<file path="src/design/hca_pkg.sv">
// ----------------------------------------------------------------------------
// hca_pkg
// Shared widths, constants, stage record and arctangent table for the
// compass heading pipeline.
// ----------------------------------------------------------------------------
package hca_pkg;

   // sample and result widths
   localparam int AXIS_W    = 12;
   localparam int DECL_W    = 15;
   localparam int HEADING_W = 15;

   // internal datapath widths
   localparam int VEC_W     = 32;   // vector, sample scaled by 2^16
   localparam int FRAC_W    = 16;
   localparam int Z_W       = 24;   // angle in 1/16384 degree
   localparam int SUM_W     = 17;   // rounded angle plus declination
   localparam int TBL_IDX_W = 5;
   localparam int TBL_LEN   = 24;

   localparam logic signed [Z_W-1:0]    HALF_TURN_FINE = 24'sd2949120;
   localparam logic signed [Z_W-1:0]    ROUND_HALF     = 24'sd128;
   localparam int                       ROUND_SHIFT    = 8;
   localparam logic signed [SUM_W-1:0]  FULL_TURN      = 17'sd23040;
   localparam logic signed [DECL_W-1:0] DECL_RESET     = 15'sd284;

   // one item in flight through the rotation stages
   typedef struct packed {
      logic signed [VEC_W-1:0] x;
      logic signed [VEC_W-1:0] y;
      logic signed [Z_W-1:0]   z;
      logic                    zero;   // both axes were zero
   } hca_vec_type;

   // round(atan(2^-i) in degrees * 16384)
   function automatic logic signed [Z_W-1:0] hca_atan(input logic [TBL_IDX_W-1:0] idx);
      logic signed [Z_W-1:0] val;
      unique case (idx)
         5'd0:    val = 24'sd737280;
         5'd1:    val = 24'sd435242;
         5'd2:    val = 24'sd229970;
         5'd3:    val = 24'sd116736;
         5'd4:    val = 24'sd58595;
         5'd5:    val = 24'sd29326;
         5'd6:    val = 24'sd14667;
         5'd7:    val = 24'sd7334;
         5'd8:    val = 24'sd3667;
         5'd9:    val = 24'sd1833;
         5'd10:   val = 24'sd917;
         5'd11:   val = 24'sd458;
         5'd12:   val = 24'sd229;
         5'd13:   val = 24'sd115;
         5'd14:   val = 24'sd57;
         5'd15:   val = 24'sd29;
         5'd16:   val = 24'sd14;
         5'd17:   val = 24'sd7;
         5'd18:   val = 24'sd4;
         5'd19:   val = 24'sd2;
         5'd20:   val = 24'sd1;
         default: val = 24'sd0;
      endcase
      return val;
   endfunction

endpackage

</file>
<file path="src/design/hca_req_if.sv">
// ----------------------------------------------------------------------------
// hca_req_if
// Sample channel: valid/ready handshake with the X and Y field values.
// ----------------------------------------------------------------------------
interface hca_req_if;
   logic                              valid;
   logic                              ready;
   logic signed [hca_pkg::AXIS_W-1:0] x_axis;
   logic signed [hca_pkg::AXIS_W-1:0] y_axis;

   modport source (output valid, output x_axis, output y_axis, input ready);
   modport sink   (input valid, input x_axis, input y_axis, output ready);
endinterface

</file>
<file path="src/design/hca_rsp_if.sv">
// ----------------------------------------------------------------------------
// hca_rsp_if
// Heading channel: valid/ready handshake with the wrapped heading.
// ----------------------------------------------------------------------------
interface hca_rsp_if;
   logic                           valid;
   logic                           ready;
   logic [hca_pkg::HEADING_W-1:0]  heading;

   modport source (output valid, output heading, input ready);
   modport sink   (input valid, input heading, output ready);
endinterface

</file>
<file path="src/design/hca_pre.sv">
// ----------------------------------------------------------------------------
// hca_pre
// Entry stage: folds the left half-plane onto the right one, scales the
// sample to the vector format and flags the zero vector.
// ----------------------------------------------------------------------------
module hca_pre (
   input  logic                              clock,
   input  logic                              reset,
   input  logic                              enable,
   input  logic                              in_valid,
   input  logic signed [hca_pkg::AXIS_W-1:0] x_axis,
   input  logic signed [hca_pkg::AXIS_W-1:0] y_axis,
   output logic                              out_valid,
   output hca_pkg::hca_vec_type              out_vec
);
   import hca_pkg::*;

   localparam int NEG_W = AXIS_W + 1;

   logic                    valid_ff;
   hca_vec_type             vec_ff, vec_in;
   logic signed [NEG_W-1:0] xn, yn;

   // negate into the right half-plane, one extra bit for -2048
   always_comb begin
      if (x_axis[AXIS_W-1]) begin
         xn = -NEG_W'(x_axis);
         yn = -NEG_W'(y_axis);
      end else begin
         xn = NEG_W'(x_axis);
         yn = NEG_W'(y_axis);
      end
      vec_in.x    = {{(VEC_W-NEG_W-FRAC_W){xn[NEG_W-1]}}, xn, {FRAC_W{1'b0}}};
      vec_in.y    = {{(VEC_W-NEG_W-FRAC_W){yn[NEG_W-1]}}, yn, {FRAC_W{1'b0}}};
      vec_in.z    = x_axis[AXIS_W-1] ? HALF_TURN_FINE : '0;
      vec_in.zero = (x_axis == '0) && (y_axis == '0);
   end

   // stage register
   always_ff @(posedge clock) begin
      if (reset) begin
         valid_ff <= 1'b0;
      end else if (enable) begin
         valid_ff <= in_valid;
      end
   end

   always_ff @(posedge clock) begin
      if (enable) begin
         vec_ff <= vec_in;
      end
   end

   assign out_valid = valid_ff;
   assign out_vec   = vec_ff;
endmodule

</file>
<file path="src/design/hca_rot.sv">
// ----------------------------------------------------------------------------
// hca_rot
// One vectoring micro-rotation: drives y toward zero by a shifted add and
// accumulates the matching arctangent step.
// ----------------------------------------------------------------------------
module hca_rot #(
   parameter int STAGE_IDX = 0
) (
   input  logic                 clock,
   input  logic                 reset,
   input  logic                 enable,
   input  logic                 in_valid,
   input  hca_pkg::hca_vec_type in_vec,
   output logic                 out_valid,
   output hca_pkg::hca_vec_type out_vec
);
   import hca_pkg::*;

   logic                    valid_ff;
   hca_vec_type             vec_ff, vec_in;
   logic signed [VEC_W-1:0] xs, ys;
   logic signed [Z_W-1:0]   step;

   assign xs   = in_vec.x >>> STAGE_IDX;
   assign ys   = in_vec.y >>> STAGE_IDX;
   assign step = hca_atan(TBL_IDX_W'(STAGE_IDX));

   // rotate clockwise while y is non-negative
   always_comb begin
      vec_in.zero = in_vec.zero;
      if (!in_vec.y[VEC_W-1]) begin
         vec_in.x = in_vec.x + ys;
         vec_in.y = in_vec.y - xs;
         vec_in.z = in_vec.z + step;
      end else begin
         vec_in.x = in_vec.x - ys;
         vec_in.y = in_vec.y + xs;
         vec_in.z = in_vec.z - step;
      end
   end

   // stage register
   always_ff @(posedge clock) begin
      if (reset) begin
         valid_ff <= 1'b0;
      end else if (enable) begin
         valid_ff <= in_valid;
      end
   end

   always_ff @(posedge clock) begin
      if (enable) begin
         vec_ff <= vec_in;
      end
   end

   assign out_valid = valid_ff;
   assign out_vec   = vec_ff;
endmodule

</file>
<file path="src/design/hca_post.sv">
// ----------------------------------------------------------------------------
// hca_post
// Exit stage: rounds the angle to 1/64 degree, adds the declination and
// wraps once into the full turn. Holds the output register.
// ----------------------------------------------------------------------------
module hca_post (
   input  logic                              clock,
   input  logic                              reset,
   input  logic                              enable,
   input  logic                              in_valid,
   input  hca_pkg::hca_vec_type              in_vec,
   input  logic signed [hca_pkg::DECL_W-1:0] declination,
   output logic                              out_valid,
   output logic [hca_pkg::HEADING_W-1:0]     heading
);
   import hca_pkg::*;

   logic                    valid_ff;
   logic [HEADING_W-1:0]    heading_ff, heading_in;
   logic signed [Z_W-1:0]   rounded;
   logic signed [SUM_W-1:0] raw, sum, wrapped;

   // round half up, zero vector reads as angle zero
   always_comb begin
      rounded = (in_vec.z + ROUND_HALF) >>> ROUND_SHIFT;
      raw     = in_vec.zero ? '0 : SUM_W'(rounded);
      sum     = raw + SUM_W'(declination);
      priority if (sum < 0) begin
         wrapped = sum + FULL_TURN;
      end else if (sum >= FULL_TURN) begin
         wrapped = sum - FULL_TURN;
      end else begin
         wrapped = sum;
      end
      heading_in = HEADING_W'(wrapped);
   end

   // output register
   always_ff @(posedge clock) begin
      if (reset) begin
         valid_ff <= 1'b0;
      end else if (enable) begin
         valid_ff <= in_valid;
      end
   end

   always_ff @(posedge clock) begin
      if (enable) begin
         heading_ff <= heading_in;
      end
   end

   assign out_valid = valid_ff;
   assign heading   = heading_ff;
endmodule

</file>
<file path="src/design/compass_heading_from_axes.sv">
// ----------------------------------------------------------------------------
// compass_heading_from_axes
// Magnetometer heading: atan2(y, x) by a pipelined vectoring CORDIC, plus a
// programmable declination, wrapped to 0 .. just below 360 degrees.
//
//   channel   direction  payload                     handshake
//   req_ch    in         x_axis[11:0], y_axis[11:0]  valid/ready
//   rsp_ch    out        heading[14:0] (1/64 deg)    valid/ready
//   csr_*     in         declination[14:0] signed    write enable only
//
// A sample passes the entry stage, one register per micro-rotation, and the
// output register. One sample is taken per cycle while the pipe is not held.
// All stages advance together; while a result waits at the output with
// ready low, the whole pipe holds and req_ch.ready is low.
// Reset is synchronous and clears the stage valid bits; declination
// returns to 284 (4 deg 26 min).
// ----------------------------------------------------------------------------
module compass_heading_from_axes #(
   parameter int ANGLE_STAGES = 16
) (
   input  logic                              clock,
   input  logic                              reset,
   hca_req_if.sink                           req_ch,
   hca_rsp_if.source                         rsp_ch,
   input  logic                              csr_we,
   input  logic signed [hca_pkg::DECL_W-1:0] csr_wdata
);
   import hca_pkg::*;

   logic                    pipe_en;
   logic signed [DECL_W-1:0] csr_declination_ff;
   logic [ANGLE_STAGES:0]   stage_valid;
   hca_vec_type             stage_vec [0:ANGLE_STAGES];

   // whole pipe moves unless the output holds an untaken result
   assign pipe_en      = !rsp_ch.valid || rsp_ch.ready;
   assign req_ch.ready = pipe_en;

   // declination register
   always_ff @(posedge clock) begin
      if (reset) begin
         csr_declination_ff <= DECL_RESET;
      end else if (csr_we) begin
         csr_declination_ff <= csr_wdata;
      end
   end

   // entry stage
   hca_pre u_pre (
      .clock     (clock),
      .reset     (reset),
      .enable    (pipe_en),
      .in_valid  (req_ch.valid),
      .x_axis    (req_ch.x_axis),
      .y_axis    (req_ch.y_axis),
      .out_valid (stage_valid[0]),
      .out_vec   (stage_vec[0])
   );

   // micro-rotation stages
   for (genvar i = 0; i < ANGLE_STAGES; i++) begin : g_rot
      hca_rot #(
         .STAGE_IDX (i)
      ) u_rot (
         .clock     (clock),
         .reset     (reset),
         .enable    (pipe_en),
         .in_valid  (stage_valid[i]),
         .in_vec    (stage_vec[i]),
         .out_valid (stage_valid[i+1]),
         .out_vec   (stage_vec[i+1])
      );
   end

   // rounding, declination and wrap
   hca_post u_post (
      .clock       (clock),
      .reset       (reset),
      .enable      (pipe_en),
      .in_valid    (stage_valid[ANGLE_STAGES]),
      .in_vec      (stage_vec[ANGLE_STAGES]),
      .declination (csr_declination_ff),
      .out_valid   (rsp_ch.valid),
      .heading     (rsp_ch.heading)
   );

   // heading always within one turn
   a_heading_range: assert property (@(posedge clock) disable iff (reset)
      rsp_ch.valid |-> (rsp_ch.heading < HEADING_W'(FULL_TURN)))
      else $error("heading outside one turn");

   // a stalled pipe keeps every stage valid bit
   a_stall_holds: assert property (@(posedge clock) disable iff (reset)
      !pipe_en |=> $stable(stage_valid))
      else $error("pipeline moved during stall");

   // a new result comes only from the last rotation stage
   a_rsp_source: assert property (@(posedge clock) disable iff (reset)
      $rose(rsp_ch.valid) |-> $past(stage_valid[ANGLE_STAGES]))
      else $error("result without an item in the last stage");

endmodule
</file>
<file path="src/flat_wrapper.sv">
// flat-port wrapper written by rule: the top's interface ports become plain ports
module compass_heading_from_axes_flat import hca_pkg::*;
#(
   parameter int ANGLE_STAGES = 16
)
  (clock, reset, csr_we, csr_wdata, req_ch_valid, req_ch_x_axis, req_ch_y_axis, req_ch_ready, rsp_ch_valid, rsp_ch_heading, rsp_ch_ready);
  hca_req_if req_ch_i ();
  hca_rsp_if rsp_ch_i ();
  input  logic clock;
  input  logic reset;
  input  logic csr_we;
  input  logic signed [hca_pkg::DECL_W-1:0] csr_wdata;
  input wire logic [$bits(req_ch_i.valid)-1:0] req_ch_valid;
  input wire logic [$bits(req_ch_i.x_axis)-1:0] req_ch_x_axis;
  input wire logic [$bits(req_ch_i.y_axis)-1:0] req_ch_y_axis;
  output wire logic [$bits(req_ch_i.ready)-1:0] req_ch_ready;
  output wire logic [$bits(rsp_ch_i.valid)-1:0] rsp_ch_valid;
  output wire logic [$bits(rsp_ch_i.heading)-1:0] rsp_ch_heading;
  input wire logic [$bits(rsp_ch_i.ready)-1:0] rsp_ch_ready;
  assign req_ch_i.valid = req_ch_valid;
  assign req_ch_i.x_axis = req_ch_x_axis;
  assign req_ch_i.y_axis = req_ch_y_axis;
  assign req_ch_ready = req_ch_i.ready;
  assign rsp_ch_valid = rsp_ch_i.valid;
  assign rsp_ch_heading = rsp_ch_i.heading;
  assign rsp_ch_i.ready = rsp_ch_ready;
  compass_heading_from_axes #(.ANGLE_STAGES(ANGLE_STAGES)) u_core (.clock(clock), .reset(reset), .req_ch(req_ch_i), .rsp_ch(rsp_ch_i), .csr_we(csr_we), .csr_wdata(csr_wdata));
endmodule
</file>
<file path="config.mk">
export PLATFORM = sky130hd
export DESIGN_NAME = compass_heading_from_axes_flat
export DESIGN_NICKNAME = d
export VERILOG_FILES = /design/src/design/hca_pkg.sv /design/src/design/hca_req_if.sv /design/src/design/hca_rsp_if.sv /design/src/design/hca_pre.sv /design/src/design/hca_rot.sv /design/src/design/hca_post.sv /design/src/design/compass_heading_from_axes.sv /design/src/flat_wrapper.sv
export SDC_FILE = /design/constraint.sdc
export NUM_CORES = 2
export LEC_CHECK = 0
export BUFFER_PORTS_ARGS = -buffer_cell sky130_fd_sc_hd__buf_2
export CORE_MARGIN = 2
export CORE_UTILIZATION = 55
export DETAILED_ROUTE_END_ITERATION = 6
export HOLD_SLACK_MARGIN = 0.08
export PLACE_DENSITY = 0.7
export REMOVE_ABC_BUFFERS = 1
export SLEW_MARGIN = 20
export SYNTH_ARGS = -nofsm -noshare
export SYNTH_HDL_FRONTEND = slang
export SYNTH_HIERARCHICAL = 1
export SYNTH_SLANG_ARGS = --single-unit
</file>
<file path="constraint.sdc">
create_clock -name clock -period 68.8 [get_ports clock]
set_input_delay 13.76 -clock clock [delete_from_list [all_inputs] [get_ports clock]]
set_output_delay 13.76 -clock clock [all_outputs]
set_load 0.01 [all_outputs]
</file>
==> flow_metrics.tcl <==
set metrics [dict create \
    status "complete, but fails checks" \
    failed_checks "design-rule violations" \
    finalHoldViolCount 0 \
    num-nets-final 14823 \
    crit_slowest_cell "buf_2" \
    cp_top_family "buffers and inverters" \
    tns_ns 0 \
    r2r_setup_slack_ns 63.13 \
    num_rows 173 \
    path_class "input pin to output port" \
    drt-pass1-iter-count 7 \
    routabilityCongestion 0.938 \
    netlist_instances 13398 \
    coreArea_sq_mm 0.223 \
    hpwl_um 270000 \
    holdPathEnd "u_core/g_rot[3].u_rot/out_vec[2]" \
    die_area_sq_mm 0.228 \
    holdWs_ns 0.406 \
    syn_area_sq_mm 0.124 \
    grt_pass1_vias 96360 \
    drtAntennaViolNets 0 \
    skew_ns 0.0450 \
    htreeDepth 4 \
    slowest_delay_ns 0.32 \
    reg2reg_depth 14 \
    reg2reg_to "u_core/g_rot[5].u_rot/out_vec[53]" \
    hp-start "u_core/g_rot[2].u_rot/out_vec[2]" \
    worstPathArrival_ns 14.49 \
    dr_total_vias 101811 \
    clock_latency_ns 0.83 \
    avgSynthCellArea_sq_um 9.22 \
    clock_sinks 1351 \
    grt_pass1_wl_um 529000 \
    hold_path_class "register to register" \
    crit_path_max_fanout 5 \
    cts_buffers 157 \
    ioPinCount 61 \
    drv_slew 0 \
    postCtsHoldBufs 0 \
    max_freq_mhz 35.4 \
    die_w_um 478 \
    startpoint "rsp_ch_ready" \
    utilization_pct 59.1 \
    max_slew_margin_pct 23.1 \
    critPathCaptureType "output port" \
    port_buffers 60 \
    period_share_pct 41.1 \
    fin_crit_ns 28.25 \
    tightest_slew_ns 1.12 \
    final_cell_area_sq_mm 0.132 \
    drtIter0Drc 8906 \
    cpMostUsedCell "buf_2" \
    yosys_warnings 6 \
    worstPathCellList "buf_2 > nand2b_4 > buf_2" \
    cp.buffers_inverters 2 \
    post_cts_buffers 0 \
    holdPathStages 0 \
    maxCapViolCount 0 \
    drt_wl_total_um 338000 \
    fp.dieH_um 478 \
    areaGrowthSynthToFinish_pct 6.46 \
    grt_max_degree 184 \
    grt_antenna_before_repair 10 \
    r2r_start "u_core/g_rot[4].u_rot/out_vec[65]" \
    rsz0062_at_grt "false" \
    cp-start-kind "input pin" \
    clk_pin_slew_ns 0.06 \
    initial_core_util_pct 55.5 \
    drcViolationCount 8 \
    cts.path.max_buffers 3 \
    vias_per_cell 6.19 \
    post_dp_cell_area_sq_mm 0.126 \
    grt_usage_pct 28.4 \
    cp.required_ns 55.04 \
    cts_tree "done" \
    root_buffer "clkbuf_16" \
    cts_resized 0 \
    wl_per_cell_um 20.5 \
    grt-ovfl-total 0 \
    drive_gt1_share_pct 4.62 \
    setup_viol 0 \
]
sequential cells by signal, indices dropped and copies added, names as in the netlist:
name	cells
u_core/g_rot.u_rot/out_vec	1275
u_core/u_pre/out_vec	28
u_core/g_rot.u_rot/out_valid	16
u_core/csr_declination_ff	15
u_core/u_post/heading	15
u_core/u_post/out_valid	1
u_core/u_pre/out_valid	1
area by class of cell:
| cell class | count | area [sq um] |
|---|---|---|
| multi-input combinational | 11101 | 79500 |
| inverter | 608 | 2280 |
| fill | 19313 | 91200 |
| tap | 2975 | 3720 |
| sequential | 1351 | 40200 |
| clock buffer | 179 | 4060 |
| clock inverter | 107 | 1040 |
| antenna | 4 | 10.0 |
| timing repair buffer | 111 | 716 |
through the flow:
step	worst slack, ns	std cells
finish	40.55	16436
global route	40.52	16433
CTS	40.49	16431
detailed placement	40.50	16145
global placement	40.50	16145
floorplan	9.29	13060
metal layers:
metal	part of all wire, %	vias up	track usage [%]
li1	-	49471	-
met1	44	48819	38.2
met2	47	3007	47.6
met3	5.5	510	3.44
met4	3.2	4	8.93
met5	0.0068	-	0
placed cells by master, fill, tap and decap left out, types with 77 or more instances in the layout:
cell,count
nor4_1,109
a21oi_1,1459
a21o_1,555
o211ai_1,92
nor3_1,296
o21a_1,147
o31ai_1,77
clkbuf_16,159
nand4_1,155
o21bai_1,170
ha_1,1403
a211oi_1,115
nor2b_1,165
a31oi_1,176
xnor2_1,1071
and2_1,93
nand3_1,272
xor2_1,627
edfxtp_1,1318
or3_1,77
nand2b_1,129
nand2_1,785
nor2_1,1211
and3_1,144
inv_1,599
o21ai_0,562
how the worst max path moves through the flow:
stage | end | slack (ns) | cells after the start
global route | req_ch_ready | 40.52 | 3
CTS | req_ch_ready | 40.49 | 3
detailed placement | req_ch_ready | 40.50 | 3
floorplan | req_ch_ready | 9.29 | 1
finish | req_ch_ready | 40.55 | 3
global placement | req_ch_ready | 40.50 | 3
Power is not shown: default switching activity piles up to over one toggle a cycle in this logic, so the estimate is an artifact.
